File: src/rtl/spq_pkg.sv
// ----------------------------------------------------------------------------
// spq_pkg: shared types and codes for the sorted priority queue
// Operation and status codes, controller-to-datapath command struct.
// ----------------------------------------------------------------------------
`default_nettype none
package spq_pkg;
    typedef enum logic [1:0] {
        OP_INSERT  = 2'd0,
        OP_EXTRACT = 2'd1,
        OP_REMOVE  = 2'd2,
        OP_CHANGE  = 2'd3
    } t_op;

    localparam logic [1:0] ST_OK    = 2'd0;
    localparam logic [1:0] ST_MISS  = 2'd1;
    localparam logic [1:0] ST_FULL  = 2'd2;

    // commands from the controller
    typedef struct packed {
        logic load;     // capture request fields
        logic do_ins;   // insert shift with captured fields
        logic do_rem;   // remove shift at head or at id match
        logic at_head;  // remove position is slot 0
        logic use_keep; // insert uses order kept from remove
        logic clr_out;  // zero extracted fields
        logic cap_out;  // capture head as extracted fields
    } t_cmd;

    // status back to the controller
    typedef struct packed {
        logic full;
        logic empty;
        logic found;
    } t_stat;
endpackage
`default_nettype wire

File: src/rtl/spq_dp.sv
// ----------------------------------------------------------------------------
// spq_dp: sorted slot array datapath
// Parallel compares per slot; one insert or one remove shift per cycle.
// ----------------------------------------------------------------------------
`default_nettype none
module spq_dp
    import spq_pkg::*;
#(
    parameter int DEPTH = 16
) (
    input  wire logic        i_clk,
    input  wire logic        i_rst_n,
    input  wire t_cmd        i_cmd,
    input  wire logic [15:0] i_id,
    input  wire logic [15:0] i_ord,
    input  wire logic [15:0] i_pri,
    output t_stat            o_stat,
    output logic [15:0]      o_id,
    output logic [15:0]      o_ord,
    output logic [15:0]      o_pri,
    output logic [4:0]       o_count
);
    localparam int CW = $clog2(DEPTH + 1);

    logic [15:0]        r_sid [DEPTH];
    logic [15:0]        r_sord[DEPTH];
    logic signed [15:0] r_spri[DEPTH];
    logic [CW-1:0]      r_cnt;
    logic [15:0]        r_id, r_ord, r_keep;
    logic signed [15:0] r_pri;
    logic [15:0]        r_oid, r_oord, r_opri;

    logic [DEPTH-1:0] w_valid, w_match, w_first, w_after, w_gt, w_ins;

    always_comb begin
        for (int i = 0; i < DEPTH; i++) begin
            w_valid[i] = (CW'(i) < r_cnt);
            w_match[i] = w_valid[i] && (r_sid[i] == r_id);
            w_gt[i]    = w_valid[i] && (r_spri[i] > r_pri);
        end
        // w_after[i]: slot i lies at or beyond the first id match (or head)
        w_after[0] = i_cmd.at_head | w_match[0];
        for (int i = 1; i < DEPTH; i++)
            w_after[i] = w_after[i-1] | w_match[i];
        w_first = w_after & ~{w_after[DEPTH-2:0], 1'b0};
        // sorted, so gt is a suffix of the valid run
        w_ins = w_gt;
    end

    assign o_stat.full  = (r_cnt == CW'(DEPTH));
    assign o_stat.empty = (r_cnt == '0);
    assign o_stat.found = |w_match;
    assign o_id    = r_oid;
    assign o_ord   = r_oord;
    assign o_pri   = r_opri;
    assign o_count = 5'(r_cnt);

    logic [15:0] w_nord;
    assign w_nord = i_cmd.use_keep ? r_keep : r_ord;

    always_ff @(posedge i_clk) begin
        if (i_cmd.load) begin
            r_id  <= i_id;
            r_ord <= i_ord;
            r_pri <= i_pri;
        end
        if (i_cmd.clr_out) begin
            r_oid <= '0; r_oord <= '0; r_opri <= '0;
        end else if (i_cmd.cap_out) begin
            r_oid <= r_sid[0]; r_oord <= r_sord[0]; r_opri <= r_spri[0];
        end
        if (i_cmd.do_rem) begin
            for (int i = 0; i < DEPTH; i++)
                if (w_first[i]) r_keep <= r_sord[i];
            for (int i = 0; i < DEPTH - 1; i++)
                if (w_after[i]) begin
                    r_sid[i]  <= r_sid[i+1];
                    r_sord[i] <= r_sord[i+1];
                    r_spri[i] <= r_spri[i+1];
                end
        end else if (i_cmd.do_ins) begin
            // slot 0 takes the new entry when it is the insert point or empty
            if (w_ins[0] || !w_valid[0]) begin
                r_sid[0]  <= r_id;
                r_sord[0] <= w_nord;
                r_spri[0] <= r_pri;
            end
            for (int i = 1; i < DEPTH; i++) begin
                if (w_ins[i-1]) begin
                    // shift up, including into the first free slot
                    r_sid[i]  <= r_sid[i-1];
                    r_sord[i] <= r_sord[i-1];
                    r_spri[i] <= r_spri[i-1];
                end else if (w_ins[i] || (!w_valid[i] && w_valid[i-1])) begin
                    r_sid[i]  <= r_id;
                    r_sord[i] <= w_nord;
                    r_spri[i] <= r_pri;
                end
            end
        end
        if (!i_rst_n) begin
            r_cnt <= '0;
        end else if (i_cmd.do_rem) begin
            r_cnt <= r_cnt - 1'b1;
        end else if (i_cmd.do_ins) begin
            r_cnt <= r_cnt + 1'b1;
        end
    end
endmodule
`default_nettype wire

File: src/rtl/spq_ctrl.sv
// ----------------------------------------------------------------------------
// spq_ctrl: request sequencer
// Accepts a request, issues remove/insert shifts, presents the result.
// ----------------------------------------------------------------------------
`default_nettype none
module spq_ctrl
    import spq_pkg::*;
(
    input  wire logic       i_clk,
    input  wire logic       i_rst_n,
    input  wire logic       i_valid,
    output logic            o_ready,
    input  wire logic [1:0] i_op,
    input  wire t_stat      i_stat,
    output t_cmd            o_cmd,
    output logic            o_valid,
    input  wire logic       i_taken,
    output logic [1:0]      o_status
);
    typedef enum logic [1:0] { S_IDLE, S_EXEC, S_INS } t_state;
    t_state     r_state;
    logic [1:0] r_op;
    logic       r_ovalid;
    logic [1:0] r_status;

    logic w_acc;
    assign o_ready  = i_rst_n && (r_state == S_IDLE) && (!r_ovalid || i_taken);
    assign w_acc    = i_valid && o_ready;
    assign o_valid  = r_ovalid;
    assign o_status = r_status;

    always_comb begin
        o_cmd = '0;
        o_cmd.load = w_acc;
        unique case (r_state)
            S_IDLE: ;
            S_EXEC: begin
                unique case (r_op)
                    OP_INSERT: o_cmd.do_ins = !i_stat.full;
                    OP_EXTRACT: begin
                        o_cmd.do_rem  = !i_stat.empty;
                        o_cmd.at_head = 1'b1;
                        o_cmd.cap_out = 1'b1;
                        o_cmd.clr_out = i_stat.empty;
                    end
                    default: o_cmd.do_rem = i_stat.found;
                endcase
                if (r_op != OP_EXTRACT) o_cmd.clr_out = 1'b1;
            end
            S_INS: begin
                o_cmd.do_ins   = 1'b1;
                o_cmd.use_keep = 1'b1;
            end
            default: ;
        endcase
    end

    always_ff @(posedge i_clk) begin
        if (!i_rst_n) begin
            r_state  <= S_IDLE;
            r_ovalid <= 1'b0;
        end else begin
            if (i_taken) r_ovalid <= 1'b0;
            unique case (r_state)
                S_IDLE: if (w_acc) begin
                    r_op    <= i_op;
                    r_state <= S_EXEC;
                end
                S_EXEC: begin
                    unique case (r_op)
                        OP_INSERT:  r_status <= i_stat.full  ? ST_FULL : ST_OK;
                        OP_EXTRACT: r_status <= i_stat.empty ? ST_MISS : ST_OK;
                        default:    r_status <= i_stat.found ? ST_OK : ST_MISS;
                    endcase
                    if (r_op == OP_CHANGE && i_stat.found) begin
                        r_state <= S_INS;
                    end else begin
                        r_state  <= S_IDLE;
                        r_ovalid <= 1'b1;
                    end
                end
                S_INS: begin
                    r_state  <= S_IDLE;
                    r_ovalid <= 1'b1;
                end
                default: r_state <= S_IDLE;
            endcase
        end
    end
endmodule
`default_nettype wire

File: src/rtl/sorted_priority_queue.sv
// ----------------------------------------------------------------------------
// sorted_priority_queue: bounded priority queue kept as a sorted slot list
// Smallest signed priority first; equal priorities leave in insertion order.
// A request is captured in S_IDLE and executed in S_EXEC (a change adds S_INS),
// one slot-array shift per cycle; a new request is accepted only in S_IDLE,
//   once the previous result has been taken.
// Reset: synchronous active-low i_rst_n empties the queue; no clearing pass.
// ----------------------------------------------------------------------------
`default_nettype none
module sorted_priority_queue
    import spq_pkg::*;
#(
    parameter int QUEUE_DEPTH = 16
) (
    input  wire logic        i_clk,
    input  wire logic        i_rst_n,
    input  wire logic        s_axis_tvalid,
    output logic             s_axis_tready,
    // op[1:0], entry_id[17:2], arrival_order[33:18], new_priority[49:34]
    input  wire logic [55:0] s_axis_tdata,
    output logic             m_axis_tvalid,
    input  wire logic        m_axis_tready,
    // status[1:0], out_id[17:2], out_order[33:18], out_priority[49:34],
    // is_empty[50], entry_count[55:51]
    output logic [55:0]      m_axis_tdata
);
    t_cmd       w_cmd;
    t_stat      w_stat;
    logic [15:0] w_id, w_ord, w_pri;
    logic [4:0]  w_cnt;
    logic [1:0]  w_status;

    spq_ctrl u_ctrl (
        .i_clk, .i_rst_n,
        .i_valid (s_axis_tvalid),
        .o_ready (s_axis_tready),
        .i_op    (s_axis_tdata[1:0]),
        .i_stat  (w_stat),
        .o_cmd   (w_cmd),
        .o_valid (m_axis_tvalid),
        .i_taken (m_axis_tvalid & m_axis_tready),
        .o_status(w_status)
    );

    spq_dp #(.DEPTH(QUEUE_DEPTH)) u_dp (
        .i_clk, .i_rst_n,
        .i_cmd  (w_cmd),
        .i_id   (s_axis_tdata[17:2]),
        .i_ord  (s_axis_tdata[33:18]),
        .i_pri  (s_axis_tdata[49:34]),
        .o_stat (w_stat),
        .o_id   (w_id),
        .o_ord  (w_ord),
        .o_pri  (w_pri),
        .o_count(w_cnt)
    );

    assign m_axis_tdata = {w_cnt, w_stat.empty, w_pri, w_ord, w_id, w_status};
endmodule
`default_nettype wire

File: config.mk
export PLATFORM = sky130hd
export DESIGN_NAME = sorted_priority_queue
export DESIGN_NICKNAME = d
export VERILOG_FILES = /design/src/rtl/spq_pkg.sv /design/src/rtl/spq_dp.sv /design/src/rtl/spq_ctrl.sv /design/src/rtl/sorted_priority_queue.sv
export SDC_FILE = /design/constraint.sdc
export NUM_CORES = 2
export LEC_CHECK = 0
export ABC_AREA = 1
export BUFFER_PORTS_ARGS = -buffer_cell sky130_fd_sc_hd__buf_4
export CAP_MARGIN = 20
export CORE_ASPECT_RATIO = 0.9
export CORE_MARGIN = 4
export CORE_UTILIZATION = 35
export CTS_CLUSTER_DIAMETER = 150
export CTS_CLUSTER_SIZE = 12
export DETAILED_ROUTE_END_ITERATION = 10
export SETUP_SLACK_MARGIN = 0.4
export SYNTH_ARGS = -nofsm -noshare
export SYNTH_HDL_FRONTEND = slang
export SYNTH_HIERARCHICAL = 1
export SYNTH_SLANG_ARGS = --single-unit
File: constraint.sdc
create_clock -name i_clk -period 16.9 [get_ports i_clk]
set_input_delay 2.535 -clock i_clk [delete_from_list [all_inputs] [get_ports i_clk]]
set_output_delay 2.535 -clock i_clk [all_outputs]
set_load 0.02 [all_outputs]
---- After elaboration in Yosys (flattened, before gate mapping) ----
Memories as Yosys holds them, arrays and structs flattened.
Index checks and enable logic that the tools add are counted.
Widths: inputs -> output; s select.
word-level totals
  output and inout port bits .............. 58
  bits of input ports ..................... 60
  memory bits (writable) .................. 768
  memories kept ........................... 3
  word-level logic and storage cells ...... 589
  register bits ........................... 124
cells by class
  mux-type cells .......................... 312
  reduce and logical (&&, ||, !) cells .... 96
  equal/unequal tests ..................... 23
  magnitude comparators ................... 32
  $add $sub $neg .......................... 2
  bitwise logic cells ..................... 109
memory list
  name         depth  bits a word  rd ports  clocked after memory_dff  write ports  line          source
  u_dp.r_sid   16     16           16        0                         16           spq_dp.sv:25  logic [15:0] r_sid [DEPTH];
  u_dp.r_sord  16     16           16        0                         16           spq_dp.sv:26  logic [15:0] r_sord[DEPTH];
  u_dp.r_spri  16     16           16        0                         16           spq_dp.sv:27  logic signed [15:0] r_spri[DEPTH];
operator list
  cell                 number
  $mux 16              107
  $eq 16x16->1         16
  $gt 16x16->1         16
  $mux 1               192
  $or 1x1->1           106
  $logic_and 1x1->1    51
  $lt 4x5->1 const A   8
  $lt 3x5->1 const A   4
  $logic_not 1->1      19
  $logic_or 1x1->1     17
  $and 16x16->16       1
  $not 16->16          1
  $reduce_bool 16->1   1
  $reduce_or 16->1     1
  $mux 2               6
  $lt 1x5->1 const A   2
  $lt 2x5->1 const A   2
  $mux 5               2
  $pmux 2 s2           2
  $pmux 1 s2           3
  $add 5x1->5 const B  1
  $eq 5x5->1 const B   1
  $logic_not 5->1      1
  $sub 5x1->5 const B  1
  other kinds (8)      13

---- Depth between registers and ports, before layout ----
An unclocked memory read counts as a cell.
  depth in word-level cells ............... 39
  mapped depth ............................ 31
  depth with buffers taken out ............ 29

---- Hierarchy ----
The synthesis kept the hierarchy.
modules (own cells, without submodules)
  module                 sequential area each (µm²)  times used  area an instance (µm²)  cells each
  spq_dp                 26,045.0                    1           56,151.4                6,702
  spq_ctrl               180.2                       1           455.4                   58
  sorted_priority_queue  0.0                         1           7.5                     2

---- Least setup slack after synthesis ----
OpenSTA, ideal clock, no wires.
  path kind ............................... flip-flop to flip-flop
  start ................................... register u_dp.r_id[13]
  end ..................................... memory u_dp.r_sid[10][0], in the netlist u_dp/r_sid[1][32] (enable)
  data required time ...................... 16.280 ns
  path slack .............................. 8.010 ns
  arrival ................................. 8.270 ns
  library setup time ...................... 0.620 ns
  period minus slack after synthesis ...... 8.890 ns
  buffers on the path ..................... 4
  cell stages (with the launch flop) ...... 17
  path through ............................ edfxtp_1 buf_4 buf_6 buf_2 xor2_1 nor3b_1 nand3_1 nor4_1 or2_2 nor4_1 nand4_1 nand2_1 a21oi_1 nor2_1 inv_1 clkbuf_1 o311ai_0
RTL lines
  what                    line          source
  from (decl)             spq_dp.sv:29  logic [15:0] r_id, r_ord, r_keep;
  from (signal assigned)  spq_dp.sv:63  r_id <= i_id;
  to (decl)               spq_dp.sv:25

==> results.sh <==
export IMPL_status="completed"
export IMPL_synth_edf_count=836
export IMPL_arrival_ns=7.62
export IMPL_rsz0062_at_grt="false"
export IMPL_synthSimpleGateAreaFrac_pct=16.9
export IMPL_hp_class="flop to flop"
export IMPL_p_leak_nw=25.2
export IMPL_fin_area_sq_mm=0.0618
export IMPL_holdPathEnd="u_dp/o_id[10]$_SDFFE_PP0P_"
export IMPL_wire_per_inst_um=20.6
export IMPL_drtIter0Drc=5767
export IMPL_reg2reg_from="u_dp/r_id[15]$_DFFE_PP_"
export IMPL_pre_cts_ws_ns=9.78
export IMPL_gr_total_overflow=0
export IMPL_grt_pass1_vias=44031
export IMPL_firstDrtPassIters=6
export IMPL_die_width_um=432
export IMPL_synth_area_mux_share_pct=0
export IMPL_cp_required_ns=17.24
export IMPL_routed_via_density=5.46
export IMPL_io_pins=118
export IMPL_critical_path_class="flop to flop"
export IMPL_row_count=139
export IMPL_drv_cap=0
export IMPL_worstHoldStart="u_dp/o_id[10]$_SDFFE_PP0P_"
export IMPL_grt_first_pass_wirelength_mm=273
export IMPL_grt_usage_pct=20.7
export IMPL_final_cell_mix="nand2_1, o21ai_0, edfxtp_1"
export IMPL_numPortBuffers=111
export IMPL_finalHoldViolCount=0
export IMPL_synth_compound_area_share_pct=19.8
export IMPL_synth_top_family_by_area="compound AO/OA/AOI/OAI gates"
export IMPL_ctsResizeCount=0
export IMPL_antenna_found_initial=2
export IMPL_final_cell_count_no_fill=8823
export IMPL_r2r_slack_ns=9.62
export IMPL_tightest_slew_ns=1.15
export IMPL_place_congestion=0.958
export IMPL_timing_final_crit_share_pct=43.1
export IMPL_synth_seq_cells=892
export IMPL_tritoncts="built"
export IMPL_final_common_cell="nand2_1"
export IMPL_finalClockSkew_ns=0.0398
export IMPL_grt_max_degree=98
export IMPL_initial_core_util_pct=35.3
export IMPL_seq_area_frac_synth_pct=46.3
export IMPL_dpl_hpwl_mm=139
export IMPL_place_inst=8700
export IMPL_largest_registers="u_dp/r_sid x256, u_dp/r_sord x256, u_dp/r_spri x256"
export IMPL_yosysWarningCount=6
export IMPL_setup_tns_ns=0
export IMPL_chipHeight_um=390
export IMPL_cp_start_kind="flop"
export IMPL_area_growth_pct=9.14
export IMPL_layout_drive_gt1_share_pct=6.88
export IMPL_drv_slew=0
export IMPL_max_freq_ghz=0.137
export IMPL_synthFlopType="edfxtp_1"
export IMPL_peakVddDrop_uv=72.4
export IMPL_crit_path_end_kind="flop"
export IMPL_clk_latency_ns=0.71
export IMPL_fin_ws_ns=9.62
export IMPL_synth_xor_area_share_pct=2.21
export IMPL_dpl_cell_area_sq_mm=0.0594
export IMPL_fillCellCount=16181
export IMPL_relSlewSlack_pct=22.8
export IMPL_r2r_end="u_dp/r_spri[0][90]$_DFFE_PP_"
export IMPL_syn_nets=7086
export IMPL_avgSynthCellArea_sq_um=8.37
export IMPL_cts_buffer_depth=3
export IMPL_dieArea_sq_mm=0.168
export IMPL_clock_sinks=892
export IMPL_drc_errors=0
export IMPL_core_sq_mm=0.160
export IMPL_fin_nets=6998
export IMPL_path_clk_slew_ns=0.06
export IMPL_synth_fa_ha_area_share_pct=5.83
export IMPL_reg2regPathDepth=22
export IMPL_power_density_mw_per_mm2=92.8
export IMPL_final_util_pct=38.6
export IMPL_wirelength_mm=182
export IMPL_synth_distinct_cells=75
export IMPL_synthesis_area_sq_mm=0.0566
export IMPL_via_count=48196
export IMPL_cts_hold_buf=0
export IMPL_synthArstFlopShare_pct=0
export IMPL_whs_path_depth=2
export IMPL_postCtsSetupBuffers=0
export IMPL_min_period_ns=7.28
export IMPL_cts_made_buffers=84
export IMPL_path_max_fanout=74
export IMPL_htree_levels=3
export IMPL_detail_route_antenna_nets=0
export IMPL_synthCells=6762
export IMPL_setup_viol=0
export IMPL_root_buffer="clkbuf_16"
==> worst max-delay path, stage by stage (launching register included) <==
cell and delay, ns:
edfxtp_1 0.37, buf_4 0.27, inv_1 0.09, buf_4 0.28, nand2_1 0.20, nand4_1 0.13, nor2_1 0.06, nand3_1 0.07
nor4_1 0.10, or2_2 0.41, nor4_1 0.78, nand4_1 0.49, nand2_1 0.31, a21oi_4 0.08, buf_4 0.27, nor2_2 0.20
buf_4 0.36, nand2_1 0.53, nand2_2 0.21, buf_4 0.53, inv_1 0.40, o21ai_4 0.13, buf_4 0.54
==> per-layer routing <==
metal	routed length, um	part of all wire (%)	up-vias	global-route usage (%)
met5	0	0	-	0
met4	5280	2.9	0	5.82
met3	15300	8.4	250	2.98
met2	72600	40	2055	29.1
met1	88500	49	22551	32.7
li1	-	-	23340	-
==> power by group <==
group	total, mW	internal [mW]	switching [mW]	leakage, nW
clock	1.78	0.907	0.872	1.10
combinational	1.33	0.380	0.951	16.1
sequential	2.62	2.53	0.0900	7.98
total	5.73	3.82	1.91	25.2
==> how the worst max path moves through the flow <==
stage	from	endpoint	slack, ns	depth (start not counted)
2_1_floorplan	u_dp/r_id[13]$_DFFE_PP_	u_dp/r_sid[1][32]$_DFFE_PP_	8.01	16
3_3_place_gp	u_dp/r_id[15]$_DFFE_PP_	u_dp/r_spri[0][91]$_DFFE_PP_	9.83	22
3_5_place_dp	u_dp/r_id[11]$_DFFE_PP_	u_dp/r_spri[0][91]$_DFFE_PP_	9.78	22
4_1_cts	u_dp/r_id[11]$_DFFE_PP_	u_dp/r_spri[0][94]$_DFFE_PP_	9.76	22
5_1_grt	u_dp/r_id[11]$_DFFE_PP_	u_dp/r_sid[0][85]$_DFFE_PP_	9.39	22
6_report	u_dp/r_id[15]$_DFFE_PP_	u_dp/r_spri[0][90]$_DFFE_PP_	9.62	22
==> through the flow <==
step	power, mW	hold WS [ns]
CTS	5.76	0.463
detailed placement	3.97	0.455
global placement	3.94	0.451
global route	6.00	0.482
floorplan	3.39	0.520
finish	5.73	0.461
==> cells by family (layout without fill, tap and decap cells) <==
logic type                 Yosys count  after routing
and+or+nand+nor                   2241           2241
AOI/OAI and AO/OA                 1942           1942
buffers and inverters             1280           1223
DFF                                892            892
adders and majority gates          264            264
xor gates and xnor gates           143            143
other                                0              3
==> synth_stat cells, types with 5 or more instances <==
cell type  count  area [sq um]
ha_1         264          3300
nor3b_1        6          45.0
a221oi_1      12           105
o21a_1         6          45.0
or2_2          6          37.5
a22oi_1       49           368
inv_1        835          3130
nor3_1        63           315
edfxtp_1     836         25100
buf_1         24          90.1
nand4_1       80           500
o211ai_1     216          1620
buf_6         11           124
o21ai_1       52           260
o21ai_0      974          4870
nand3b_1      10          75.1
xor2_1        82           718
a211oi_1      29           218
nor4_1        41           257
nor2_2         8          50.1
inv_2         26          97.6
o22ai_1      100           626
o2111ai_1      8          70.1
xnor2_1       61           534
nand3_1      187           936
buf_4         28           210
nor2_1       350          1310
o221ai_1     102           893
nand3_2        7          70.1
nor2_4         6          67.6
a21oi_2        5          43.8
dfxtp_1       56          1120
nor4b_1        7          61.3
nand2_4        6          67.6
nand2_2       12          75.1
buf_2         55           275
nand2_1     1424          5350
clkbuf_1     295          1110
a21oi_1      349          1750
o21bai_1      10          75.1
==> final cells by class <==
| class | instances | area, sq um | share of cell area (%) |
|---|---|---|---|
| Inverter | 866 | 3260 | 5.27 |
| Tap cell | 2115 | 2650 | 4.28 |
| Antenna cell | 3 | 7.51 | 0.0122 |
| Clock buffer | 111 | 2200 | 3.57 |
| Timing Repair Buffer | 240 | 1840 | 2.97 |
| Multi-Input combinational cell | 4590 | 25500 | 41.3 |
| Clock inverter | 6 | 71.3 | 0.115 |
| Sequential cell | 892 | 26200 | 42.4 |
No activity file was read; power rests on OpenSTA's default activity.
